<file path="src/sv/fprq_pkg.sv">
// shared types and constants for the four-level priority ready queue
// no dependencies
package fprq_pkg;

  localparam int unsigned LEVELS = 4;

  typedef enum logic [1:0] {
    MODE_INS_AHEAD  = 2'd0,
    MODE_INS_BEHIND = 2'd1,
    MODE_REMOVE     = 2'd2,
    MODE_ROTATE     = 2'd3
  } mode_t;

  typedef enum logic [1:0] {
    ST_OK        = 2'd0,
    ST_BAD_PRIO  = 2'd1,
    ST_FULL      = 2'd2,
    ST_EMPTY     = 2'd3
  } status_t;

  typedef enum logic [2:0] {
    S_IDLE,
    S_EXEC,
    S_UPD,
    S_HRD,
    S_RESP
  } state_t;

  // controller to datapath commands
  typedef struct packed {
    logic load_in;
    logic exec;
    logic upd;
    logic head_rd;
    logic resp;
  } cmd_t;

  // datapath to controller status
  typedef struct packed {
    logic out_busy;
  } stat_t;

endpackage

</file>
<file path="src/sv/fprq_ctrl.sv">
// controller state machine for the ready queue
// depends on fprq_pkg
module fprq_ctrl (
  input  logic            clk,
  input  logic            rst_n,
  input  logic            in_valid,
  output logic            in_ready,
  input  fprq_pkg::stat_t stat,
  output fprq_pkg::cmd_t  cmd
);
  import fprq_pkg::*;

  state_t state_r, state_nxt;

  // state register
  always_ff @(posedge clk) begin
    if (!rst_n) begin
      state_r <= S_IDLE;
    end else begin
      state_r <= state_nxt;
    end
  end

  // next state
  always_comb begin
    state_nxt = state_r;
    case (state_r)
      S_IDLE: if (in_valid) state_nxt = S_EXEC;
      S_EXEC: state_nxt = S_UPD;
      S_UPD:  state_nxt = S_HRD;
      S_HRD:  state_nxt = S_RESP;
      S_RESP: if (!stat.out_busy) state_nxt = S_IDLE;
      default: state_nxt = S_IDLE;
    endcase
  end

  // outputs
  always_comb begin
    cmd      = '0;
    in_ready = 1'b0;
    case (state_r)
      S_IDLE: begin
        in_ready    = 1'b1;
        cmd.load_in = in_valid;
      end
      S_EXEC: cmd.exec = 1'b1;
      S_UPD:  cmd.upd = 1'b1;
      S_HRD:  cmd.head_rd = 1'b1;
      S_RESP: cmd.resp = !stat.out_busy;
      default: cmd = '0;
    endcase
  end

endmodule

</file>
<file path="src/sv/fprq_dp.sv">
// datapath: level lists, link and id memories, result register
// depends on fprq_pkg
module fprq_dp #(
  parameter int unsigned DEPTH = 64
) (
  input  logic            clk,
  input  logic            rst_n,
  input  fprq_pkg::cmd_t  cmd,
  output fprq_pkg::stat_t stat,
  input  logic [1:0]      in_mode,
  input  logic [15:0]     in_task_id,
  input  logic [3:0]      in_task_priority,
  output logic            out_valid,
  input  logic            out_ready,
  output logic [1:0]      out_status,
  output logic            out_removed_valid,
  output logic [15:0]     out_removed_id,
  output logic [2:0]      out_removed_priority,
  output logic            out_head_valid,
  output logic [15:0]     out_head_id,
  output logic [2:0]      out_head_priority,
  output logic [6:0]      out_entry_count
);
  import fprq_pkg::*;

  localparam int unsigned AW = (DEPTH > 1) ? $clog2(DEPTH) : 1;
  localparam int unsigned CW = $clog2(DEPTH + 1);

  // memories
  logic [AW-1:0] link_mem [DEPTH];
  logic [15:0]   id_mem   [DEPTH];
  logic [AW-1:0] link_q_r;
  logic [15:0]   id_q_r;

  // held item
  logic [1:0]  mode_r;
  logic [15:0] tid_r;
  logic [3:0]  prio_r;

  // list state
  logic [AW-1:0] lhead_r [LEVELS];
  logic [AW-1:0] ltail_r [LEVELS];
  logic [CW-1:0] locc_r  [LEVELS];
  logic [AW-1:0] lhead_nxt [LEVELS];
  logic [AW-1:0] ltail_nxt [LEVELS];
  logic [CW-1:0] locc_nxt  [LEVELS];
  logic [AW-1:0] free_head_r, free_head_nxt;
  logic [CW-1:0] fresh_r, fresh_nxt;
  logic [CW-1:0] total_r, total_nxt;

  // per-item results
  status_t     st_r;
  logic [1:0]  hl_r;
  logic        rv_r;
  logic [15:0] rid_r;
  logic [2:0]  rpri_r;
  logic        hv_r;
  logic [1:0]  hpl_r;

  // output register
  logic        out_valid_r;
  logic [1:0]  ost_r;
  logic        orv_r;
  logic [15:0] orid_r;
  logic [2:0]  orpri_r;
  logic        ohv_r;
  logic [15:0] ohid_r;
  logic [2:0]  ohpri_r;
  logic [6:0]  ocnt_r;

  // head level search
  logic       any_occ;
  logic [1:0] cur_lv;
  always_comb begin
    any_occ = 1'b0;
    cur_lv  = 2'd0;
    for (int i = LEVELS - 1; i >= 0; i--) begin
      if (locc_r[i] != '0) begin
        any_occ = 1'b1;
        cur_lv  = 2'(i);
      end
    end
  end

  // status check and memory read address
  status_t       st_chk;
  logic [AW-1:0] rd_addr;
  logic          rd_en;
  logic          is_ins;
  assign is_ins = (mode_r == MODE_INS_AHEAD) || (mode_r == MODE_INS_BEHIND);
  always_comb begin
    st_chk = ST_OK;
    if (is_ins) begin
      if (prio_r == 4'd0 || prio_r > 4'd4) st_chk = ST_BAD_PRIO;
      else if (total_r >= CW'(DEPTH))      st_chk = ST_FULL;
    end else if (!any_occ) begin
      st_chk = ST_EMPTY;
    end
    rd_en   = cmd.exec || cmd.head_rd;
    rd_addr = is_ins ? free_head_r : lhead_r[cur_lv];
    if (cmd.head_rd) rd_addr = lhead_r[cur_lv];
  end

  // list update
  logic          link_we, id_we;
  logic [AW-1:0] link_wa, id_wa, link_wd;
  logic [1:0]    ilv, nl;
  logic          recycled;
  logic [AW-1:0] slot;
  always_comb begin
    for (int i = 0; i < LEVELS; i++) begin
      lhead_nxt[i] = lhead_r[i];
      ltail_nxt[i] = ltail_r[i];
      locc_nxt[i]  = locc_r[i];
    end
    free_head_nxt = free_head_r;
    fresh_nxt     = fresh_r;
    total_nxt     = total_r;
    link_we = 1'b0;
    id_we   = 1'b0;
    link_wa = '0;
    link_wd = '0;
    id_wa   = '0;
    ilv      = 2'(prio_r - 4'd1);
    nl       = (hl_r == 2'd3) ? 2'd3 : hl_r + 2'd1;
    recycled = (fresh_r != total_r);
    slot     = recycled ? free_head_r : AW'(fresh_r);
    if (cmd.upd && st_r == ST_OK) begin
      if (is_ins) begin
        // take a slot: recycled list first, then never-used slots
        if (recycled) free_head_nxt = link_q_r;
        else          fresh_nxt = fresh_r + 1'b1;
        id_we = 1'b1;
        id_wa = slot;
        if (locc_r[ilv] == '0) begin
          lhead_nxt[ilv] = slot;
          ltail_nxt[ilv] = slot;
        end else if (mode_r == MODE_INS_AHEAD) begin
          link_we = 1'b1;
          link_wa = slot;
          link_wd = lhead_r[ilv];
          lhead_nxt[ilv] = slot;
        end else begin
          link_we = 1'b1;
          link_wa = ltail_r[ilv];
          link_wd = slot;
          ltail_nxt[ilv] = slot;
        end
        locc_nxt[ilv] = locc_r[ilv] + 1'b1;
        total_nxt     = total_r + 1'b1;
      end else begin
        // unlink the head
        lhead_nxt[hl_r] = link_q_r;
        locc_nxt[hl_r]  = locc_r[hl_r] - 1'b1;
        if (mode_r == MODE_REMOVE) begin
          link_we       = 1'b1;
          link_wa       = lhead_r[hl_r];
          link_wd       = free_head_r;
          free_head_nxt = lhead_r[hl_r];
          total_nxt     = total_r - 1'b1;
        end else begin
          // the same slot goes behind the demoted level
          if (locc_nxt[nl] == '0) begin
            lhead_nxt[nl] = lhead_r[hl_r];
          end else begin
            link_we = 1'b1;
            link_wa = ltail_r[nl];
            link_wd = lhead_r[hl_r];
          end
          ltail_nxt[nl] = lhead_r[hl_r];
          locc_nxt[nl]  = locc_nxt[nl] + 1'b1;
        end
      end
    end
  end

  // memory ports
  always_ff @(posedge clk) begin
    if (link_we) link_mem[link_wa] <= link_wd;
    if (id_we)   id_mem[id_wa] <= tid_r;
    if (rd_en) begin
      link_q_r <= link_mem[rd_addr];
      id_q_r   <= id_mem[rd_addr];
    end
  end

  // control state
  always_ff @(posedge clk) begin
    if (!rst_n) begin
      for (int i = 0; i < LEVELS; i++) begin
        lhead_r[i] <= '0;
        ltail_r[i] <= '0;
        locc_r[i]  <= '0;
      end
      free_head_r <= '0;
      fresh_r     <= '0;
      total_r     <= '0;
      out_valid_r <= 1'b0;
    end else begin
      for (int i = 0; i < LEVELS; i++) begin
        lhead_r[i] <= lhead_nxt[i];
        ltail_r[i] <= ltail_nxt[i];
        locc_r[i]  <= locc_nxt[i];
      end
      free_head_r <= free_head_nxt;
      fresh_r     <= fresh_nxt;
      total_r     <= total_nxt;
      if (cmd.resp)          out_valid_r <= 1'b1;
      else if (out_ready)    out_valid_r <= 1'b0;
    end
  end

  // item and result payload
  always_ff @(posedge clk) begin
    if (cmd.load_in) begin
      mode_r <= in_mode;
      tid_r  <= in_task_id;
      prio_r <= in_task_priority;
    end
    if (cmd.exec) begin
      st_r <= st_chk;
      hl_r <= cur_lv;
    end
    if (cmd.upd) begin
      rv_r   <= (st_r == ST_OK) && !is_ins;
      rid_r  <= ((st_r == ST_OK) && !is_ins) ? id_q_r : 16'd0;
      rpri_r <= ((st_r == ST_OK) && !is_ins) ? {1'b0, hl_r} + 3'd1 : 3'd0;
    end
    if (cmd.head_rd) begin
      hv_r  <= any_occ;
      hpl_r <= cur_lv;
    end
    if (cmd.resp) begin
      ost_r   <= st_r;
      orv_r   <= rv_r;
      orid_r  <= rid_r;
      orpri_r <= rpri_r;
      ohv_r   <= hv_r;
      ohid_r  <= hv_r ? id_q_r : 16'd0;
      ohpri_r <= hv_r ? {1'b0, hpl_r} + 3'd1 : 3'd0;
      ocnt_r  <= 7'(total_r);
    end
  end

  assign stat.out_busy        = out_valid_r && !out_ready;
  assign out_valid            = out_valid_r;
  assign out_status           = ost_r;
  assign out_removed_valid    = orv_r;
  assign out_removed_id       = orid_r;
  assign out_removed_priority = orpri_r;
  assign out_head_valid       = ohv_r;
  assign out_head_id          = ohid_r;
  assign out_head_priority    = ohpri_r;
  assign out_entry_count      = ocnt_r;

  logic [CW+1:0] occ_sum;
  assign occ_sum = (CW+2)'(locc_r[0]) + (CW+2)'(locc_r[1])
                 + (CW+2)'(locc_r[2]) + (CW+2)'(locc_r[3]);

  a_occ_sum: assert property (@(posedge clk) disable iff (!rst_n)
    occ_sum == (CW+2)'(total_r)) else $error("level counts disagree with total");
  a_cap: assert property (@(posedge clk) disable iff (!rst_n)
    total_r <= CW'(DEPTH) && fresh_r <= CW'(DEPTH)) else $error("count beyond depth");
  a_fresh: assert property (@(posedge clk) disable iff (!rst_n)
    fresh_r >= total_r) else $error("more entries than slots handed out");
  a_rot_keep: assert property (@(posedge clk) disable iff (!rst_n)
    cmd.upd && mode_r == MODE_ROTATE |=> $stable(total_r))
    else $error("rotate changed the count");

endmodule

</file>
<file path="src/sv/four_level_priority_ready_queue.sv">
// top level of the four-level priority ready queue
// instantiates fprq_ctrl and fprq_dp, depends on fprq_pkg
//
//  channel | ports                                   | direction
//  in      | in_valid/in_ready, mode, task_id, prio  | input word
//  out     | out_valid/out_ready, eight result fields| result word
//
// a word goes from accept to result in these steps: accept, head search and
// memory read, list update, head id read, result load (link/id memory ports).
// the next word is taken once the result is loaded, while it waits on out.
// a full out register holds the controller in its result step.
// reset is synchronous; never-used slots are handed out by a fill count,
// so no clearing pass follows reset.
module four_level_priority_ready_queue #(
  parameter int unsigned DEPTH = 64
) (
  input  logic        clk,
  input  logic        rst_n,
  input  logic        in_valid,
  output logic        in_ready,
  input  logic [1:0]  in_mode,
  input  logic [15:0] in_task_id,
  input  logic [3:0]  in_task_priority,
  output logic        out_valid,
  input  logic        out_ready,
  output logic [1:0]  out_status,
  output logic        out_removed_valid,
  output logic [15:0] out_removed_id,
  output logic [2:0]  out_removed_priority,
  output logic        out_head_valid,
  output logic [15:0] out_head_id,
  output logic [2:0]  out_head_priority,
  output logic [6:0]  out_entry_count
);
  import fprq_pkg::*;

  cmd_t  cmd;
  stat_t stat;

  // sequencer
  fprq_ctrl u_ctrl (
    .clk      (clk),
    .rst_n    (rst_n),
    .in_valid (in_valid),
    .in_ready (in_ready),
    .stat     (stat),
    .cmd      (cmd)
  );

  // lists and memories
  fprq_dp #(.DEPTH(DEPTH)) u_dp (
    .clk                  (clk),
    .rst_n                (rst_n),
    .cmd                  (cmd),
    .stat                 (stat),
    .in_mode              (in_mode),
    .in_task_id           (in_task_id),
    .in_task_priority     (in_task_priority),
    .out_valid            (out_valid),
    .out_ready            (out_ready),
    .out_status           (out_status),
    .out_removed_valid    (out_removed_valid),
    .out_removed_id       (out_removed_id),
    .out_removed_priority (out_removed_priority),
    .out_head_valid       (out_head_valid),
    .out_head_id          (out_head_id),
    .out_head_priority    (out_head_priority),
    .out_entry_count      (out_entry_count)
  );

endmodule
</file>
<file path="config.mk">
export PLATFORM = sky130hd
export DESIGN_NAME = four_level_priority_ready_queue
export DESIGN_NICKNAME = d
export VERILOG_FILES = /design/src/sv/fprq_pkg.sv /design/src/sv/fprq_ctrl.sv /design/src/sv/fprq_dp.sv /design/src/sv/four_level_priority_ready_queue.sv
export SDC_FILE = /design/constraint.sdc
export NUM_CORES = 2
export LEC_CHECK = 0
export ABC_AREA = 0
export BUFFER_PORTS_ARGS = -buffer_cell sky130_fd_sc_hd__buf_2
export CAP_MARGIN = 20
export CELL_PAD_IN_SITES_DETAIL_PLACEMENT = 1
export CELL_PAD_IN_SITES_GLOBAL_PLACEMENT = 2
export CORE_MARGIN = 4
export CORE_UTILIZATION = 45
export CTS_CLUSTER_SIZE = 40
export DETAILED_ROUTE_END_ITERATION = 10
export HOLD_SLACK_MARGIN = 0.12
export PLACE_DENSITY = 0.75
export SLEW_MARGIN = 10
export SYNTH_ARGS = -nofsm -noshare
export SYNTH_HDL_FRONTEND = slang
export SYNTH_SLANG_ARGS = --single-unit
export TNS_END_PERCENT = 20
</file>
<file path="constraint.sdc">
create_clock -name clk -period 6 [get_ports clk]
set_input_delay 0.3 -clock clk [delete_from_list [all_inputs] [get_ports clk]]
set_output_delay 0.3 -clock clk [all_outputs]
set_load 0.02 [all_outputs]
</file>
Word level (Yosys, flattened, before mapping)
Memories as Yosys holds them, arrays and structs flattened. A register that Yosys moved wholly into a read port is not among the register bits.
Index checks and enable logic that the tools add are counted.
- memories kept: 5
- bits in registers: 122
- input bits: 26
- word-level logic and storage cells: 211
- RAM bits: 1484
- memory list (name ; depth ; bits a word ; read ports ; clocked after Yosys merged registers in ; wr ports ; line ; RTL):
    u_dp.id_mem ; 64 ; 16 ; 1 ; 1 ; 1 ; fprq_dp.sv:31 ; logic [15:0] id_mem [DEPTH];
    u_dp.link_mem ; 64 ; 6 ; 1 ; 1 ; 1 ; fprq_dp.sv:30 ; logic [AW-1:0] link_mem [DEPTH];
    u_dp.locc_r ; 4 ; 7 ; 6 ; 1 ; 4 ; fprq_dp.sv:43 ; logic [CW-1:0] locc_r [LEVELS];
    u_dp.lhead_r ; 4 ; 6 ; 7 ; 1 ; 4 ; fprq_dp.sv:41 ; logic [AW-1:0] lhead_r [LEVELS];
    u_dp.ltail_r ; 4 ; 6 ; 6 ; 0 ; 4 ; fprq_dp.sv:42 ; logic [AW-1:0] ltail_r [LEVELS];
- mux-type cells: 110
- eq/ne operators: 11
- bitwise gates (word level): 16
- magnitude comparators: 8
- reduce and logical (&&, ||, !) cells: 28
- add/subtract/negate cells: 10
- operators by type and width (cell ; count):
    $mux 24 ; 11
    $mux 6 ; 31
    $bwmux 24 ; 5
    $bwmux 28 ; 3
    $mux 28 ; 3
    $mux 7 ; 11
    $demux 7 s2 ; 3
    $demux 6 s2 ; 3
    $add 7x1->7 const B ; 4
    $reduce_bool 7->1 ; 4
    $mux 1 ; 25
    $mux 2 ; 11
    $pmux 3 s5 ; 1
    $bmux 7 s2 ; 1
    $logic_not 7->1 ; 2
    $sub 7x1->7 const B ; 2
    $or 1x1->1 ; 12
    $ge 3x3->1 const B ; 3
    $lt 3x1->1 const B ; 3
    $not 2->3 ; 3
    $ge 7x7->1 const B ; 1
    $ne 7x7->1 ; 1
    $add 2x1->3 const B ; 2
    $eq 3x2->1 const B ; 2
    19 further kinds ; 36

Depth between registers and ports, before layout
- word-level depth: 16
- mapped depth: 18
- gate-level depth less buffers: 12

Modules after synthesis
From an unflattened synthesis, not the netlist that was laid out.
- cells, all modules: 5488
- area, all modules: 68189.1 µm²
- modules (own cells, without submodules) (module ; cells each ; instances ; area an instance (µm²) ; sequential area each (µm²)):
    fprq_dp ; 5471 ; 1 ; 68034.0 ; 47865.9
    fprq_ctrl ; 17 ; 1 ; 155.1 ; 60.1

Worst setup path after synthesis
No wires, ideal clock.
- path type: reg-to-reg
- start point: reg u_dp.prio_r[0]
- end point: mem u_dp.link_mem[0][0] in the netlist's numbering (enable)
- library setup time: 0.375 ns
- data arrival time: 4.919 ns
- data required time: 5.625 ns
- setup slack: 0.706 ns
- clock period less this slack: 5.294 ns
- stages on the path, launching flop included: 18
- cell sequence: edfxtp_1 -> clkbuf_1 -> clkbuf_1 -> inv_1 -> ha_1 -> buf_6 -> clkbuf_1 -> mux4_2 -> inv_1 -> ha_1 -> nor3b_4 -> nor2_2 -> buf_6 -> o211ai_1 -> a21oi_2 -> or3_1 -> a221o_1 -> nor4_2
- cells in the longest elaborated chain, start to end: 8
- ends and longest elaborated chain (element ; line ; RTL):
    start, declared ; fprq_dp.sv:38 ; logic [3:0] prio_r;
    start signal, assigned ; fprq_dp.sv:218 ; prio_r <= in_task_priority;
    $sub 2x1->2 * ; fprq_dp.sv:124 ; ilv = 2'(prio_r - 4'd1);
    $mem_v2 4x7 ; - ;
    $logic_not 7->1 ; fprq_dp.sv:135 ; if (locc_r[ilv] == '0) begin
    $mux 1 ; fprq_dp.sv:135 ;
    $mux 1 ; fprq_dp.sv:129 ; if (is_ins) begin
    $mux 1 ; fprq_dp.sv:128 ; if (cmd.upd && st_r == ST_OK) begin
    $mux 1 ; fprq_dp.sv:179 ; if (link_we) link_mem[link_wa] <= link_wd;
    $mux 1 (not written as such) ; fprq_dp.sv:179 ;
    end, declared ; fprq_dp.sv:30 ;
Mark *: on every way between the ends. The rest lies on a longest branch, timed or not.

==> results.sh <==
export IMPL_drc=0
export IMPL_synth_avg_cell_area_um2=13.6
export IMPL_ios=77
export IMPL_synth_edff_count=1528
export IMPL_cts_num_sinks=1630
export IMPL_insertion_delay_ns=0.82
export IMPL_mostFrequentLayoutCells="edfxtp_1, nand2_1, mux2i_1"
export IMPL_dieArea_mm2=0.158
export IMPL_cts_max_level=4
export IMPL_synth_ff_type="edfxtp_1"
export IMPL_synth_area_mm2=0.0683
export IMPL_hp_class="input pin to register"
export IMPL_place_area_mm2=0.0722
export IMPL_final_common_cell="edfxtp_1"
export IMPL_cp_arrival_ns=5.78
export IMPL_rsz0062_at_grt="false"
export IMPL_io_buffers=76
export IMPL_synthCells=5025
export IMPL_post_cts_resize_count=0
export IMPL_via_per_inst=6.15
export IMPL_hpwl_um=135000
export IMPL_design_area_mm2=0.0781
export IMPL_seqPwrFrac_pct=44.5
export IMPL_r2r_end="u_dp.link_mem[47][1]"
export IMPL_syn_nets=5074
export IMPL_holdPathStages=2
export IMPL_synth_seq_cells=1630
export IMPL_syn_to_final_growth_pct=14.2
export IMPL_drive_above_1_share_pct=13.6
export IMPL_postCtsSetupBuffers=0
export IMPL_switching_share_pct=28.9
export IMPL_synth_async_reset_ratio_pct=0
export IMPL_die_h_um=398
export IMPL_worst_setup_path_end_kind="register"
export IMPL_yosysWarningCount=0
export IMPL_p_leak_nw=27.0
export IMPL_r2r_slack_ns=0.65
export IMPL_slew_headroom_pct=17.9
export IMPL_cts_buffers=172
export IMPL_grt_overflow=0
export IMPL_clock_tree_root_cell="clkbuf_16"
export IMPL_start_util_pct=45.5
export IMPL_tritoncts="built"
export IMPL_tns_ns=0
export IMPL_power_density_mw_per_mm2=365
export IMPL_min_to="u_dp.ltail_r[0][5]"
export IMPL_fp_row_count=142
export IMPL_wl_per_cell_um=30.0
export IMPL_wl_um=221000
export IMPL_num_vias=45300
export IMPL_fp_dieW_um=398
export IMPL_cts_clk_slew_worst_paths_ns=0.06
export IMPL_antenna_left=0
export IMPL_clk_path_buf_depth=3
export IMPL_core_area_mm2=0.150
export IMPL_finalCritPeriodShare_pct=89.2
export IMPL_finalHoldViolations=0
export IMPL_cap_violations=0
export IMPL_startpoint_type="register"
export IMPL_finalMaxSlewViolations=0
export IMPL_grt_start_max_net_pins=128
export IMPL_dr_first_iter_drc_count=4974
export IMPL_setup_viol=0
export IMPL_crit_fanout=13
export IMPL_ir_worst_vdd_uv=241
export IMPL_finalClockSkew_ns=0.0429
export IMPL_hold_start="rst_n"
export IMPL_r2r_cells=11
export IMPL_nets=5249
export IMPL_p_int_mw=20.3
export IMPL_dpl_worst_slack_ns=0.796
export IMPL_crit_type="register to register"
export IMPL_antenna_found_initial=5
export IMPL_p_clk_share_pct=37.2
export IMPL_grt_pass1_wl_um=321000
export IMPL_yosysSeqAreaShare_pct=70.1
export IMPL_ys_types=94
export IMPL_worstMarginPinSlew_ns=1.22
export IMPL_fin_cells=7356
export IMPL_gr_usage_all_layers_pct=27.5
export IMPL_p_comb_share_pct=18.2
export IMPL_grt_pass1_vias=45800
export IMPL_power_switching_mw=8.23
export IMPL_outcome="completed"
export IMPL_place_inst=7017
export IMPL_gp_congestion=0.887
export IMPL_fmax_ghz=0.187
export IMPL_firstDrtPassIters=7
export IMPL_crit_required_ns=6.42
export IMPL_whs_ns=0.216
export IMPL_period_minus_slack_ns=5.35
export IMPL_fin_ws_ns=0.647
==> power groups by stage <==
stage / logic [mW] / registers (mW) / clock network, mW
after floorplan: 2.98 / 12.9 / 0
after global placement: 5.07 / 12.9 / 0
after detailed placement: 5.16 / 12.9 / 0
after CTS: 5.20 / 12.7 / 10.8
after global routing: 5.51 / 12.7 / 11.3
final: 5.20 / 12.7 / 10.6
==> critical path, cell delays in order, from the launching register on <==
cell	delay [ns]
dfxtp_1	0.77
mux4_2	0.53
inv_1	0.10
ha_1	0.23
inv_1	0.13
nor3_1	0.33
nand3b_1	0.15
a311oi_1	0.42
a211o_1	0.28
nor4_4	0.14
nand4b_1	1.05
nor2_1	0.83
==> cells by family after synthesis <==
| family | Yosys count | share of synthesized area [%] |
|---|---|---|
| simple gates | 1732 | 11.2 |
| flops | 1630 | 70.1 |
| compound gates | 899 | 9.79 |
| buf+inv | 368 | 2.30 |
| mux | 337 | 5.72 |
| xor+xnor | 36 | 0.472 |
| fa+ha+maj | 23 | 0.432 |
==> state kept, by name, summed over array words and instances, names as in the netlist, 7 cells and up, named ones only <==
register / cells
u_dp.fresh_r: 7
u_dp.id_mem: 1024
u_dp.id_q_r: 16
u_dp.lhead_r: 24
u_dp.link_mem: 384
u_dp.locc_r: 28
u_dp.ltail_r: 24
u_dp.out_entry_count: 7
u_dp.out_head_id: 16
u_dp.out_removed_id: 16
u_dp.rid_r: 16
u_dp.tid_r: 16
u_dp.total_r: 7
==> through the flow <==
| stage | power (mW) | utilization [%] |
|---|---|---|
| after CTS | 28.7 | 51.9 |
| after floorplan | 15.9 | - |
| after detailed placement | 18.1 | 48.1 |
| final | 28.5 | 51.9 |
| after global routing | 29.5 | 51.9 |
| after global placement | 18.0 | 48.0 |
==> timing repair <==
| item | in CTS | in global routing |
|---|---|---|
| hold buffers | 24 | 0 |
| setup endpoints to repair | 0 | 0 |
| hold endpoints to repair | 30 | 0 |
==> routing by layer <==
layer / global-route usage, % / share of wire (%)
met2: 43.4 / 46
met1: 39.9 / 44
met3: 4.31 / 7.1
met4: 7.32 / 2.5
met5: 0 / 0.0091
==> Yosys cell counts (41+ instances only) <==
| cell | count | area (µm²) |
|---|---|---|
| a211oi_1 | 161 | 1210 |
| a32o_1 | 45 | 450 |
| mux4_2 | 41 | 923 |
| and3_1 | 108 | 676 |
| nand2_1 | 1001 | 3760 |
| edfxtp_1 | 1528 | 45900 |
| mux2i_1 | 278 | 2780 |
| nand3_1 | 208 | 1040 |
| and2_1 | 50 | 313 |
| o21ai_0 | 114 | 571 |
| clkbuf_1 | 253 | 950 |
| dfxtp_1 | 102 | 2040 |
| a31oi_1 | 147 | 920 |
| a21oi_1 | 83 | 415 |
| a311oi_1 | 48 | 420 |
| a221oi_1 | 47 | 412 |
| a222oi_1 | 46 | 460 |
| nor2_1 | 216 | 811 |
==> cell type report <==
class,count,area (µm²)
multi-input cells,3027,19100
diodes,1,2.50
fillers,14700,72200
inverters,24,90.1
clock inverters,98,1010
well taps,2016,2520
repair buffers,345,2860
clock buffers,215,4550
flip-flops and latches,1630,47900
==> worst max-delay path by stage <==
stage | start | to | slack [ns] | cells past startpoint
floorplan | u_dp.prio_r[0] | u_dp.link_mem[0][0] | 0.71 | 17
global placement | register | u_dp.link_mem[15][5] | 0.89 | 11
detailed placement | u_dp.prio_r[0] | u_dp.link_mem[62][0] | 0.80 | 11
CTS | register | u_dp.link_mem[47][3] | 0.78 | 11
global route | u_dp.prio_r[1] | u_dp.link_mem[15][3] | 0.48 | 11
finish | register | u_dp.link_mem[47][1] | 0.65 | 11
Note: power is estimated with default switching activity, not from simulation.
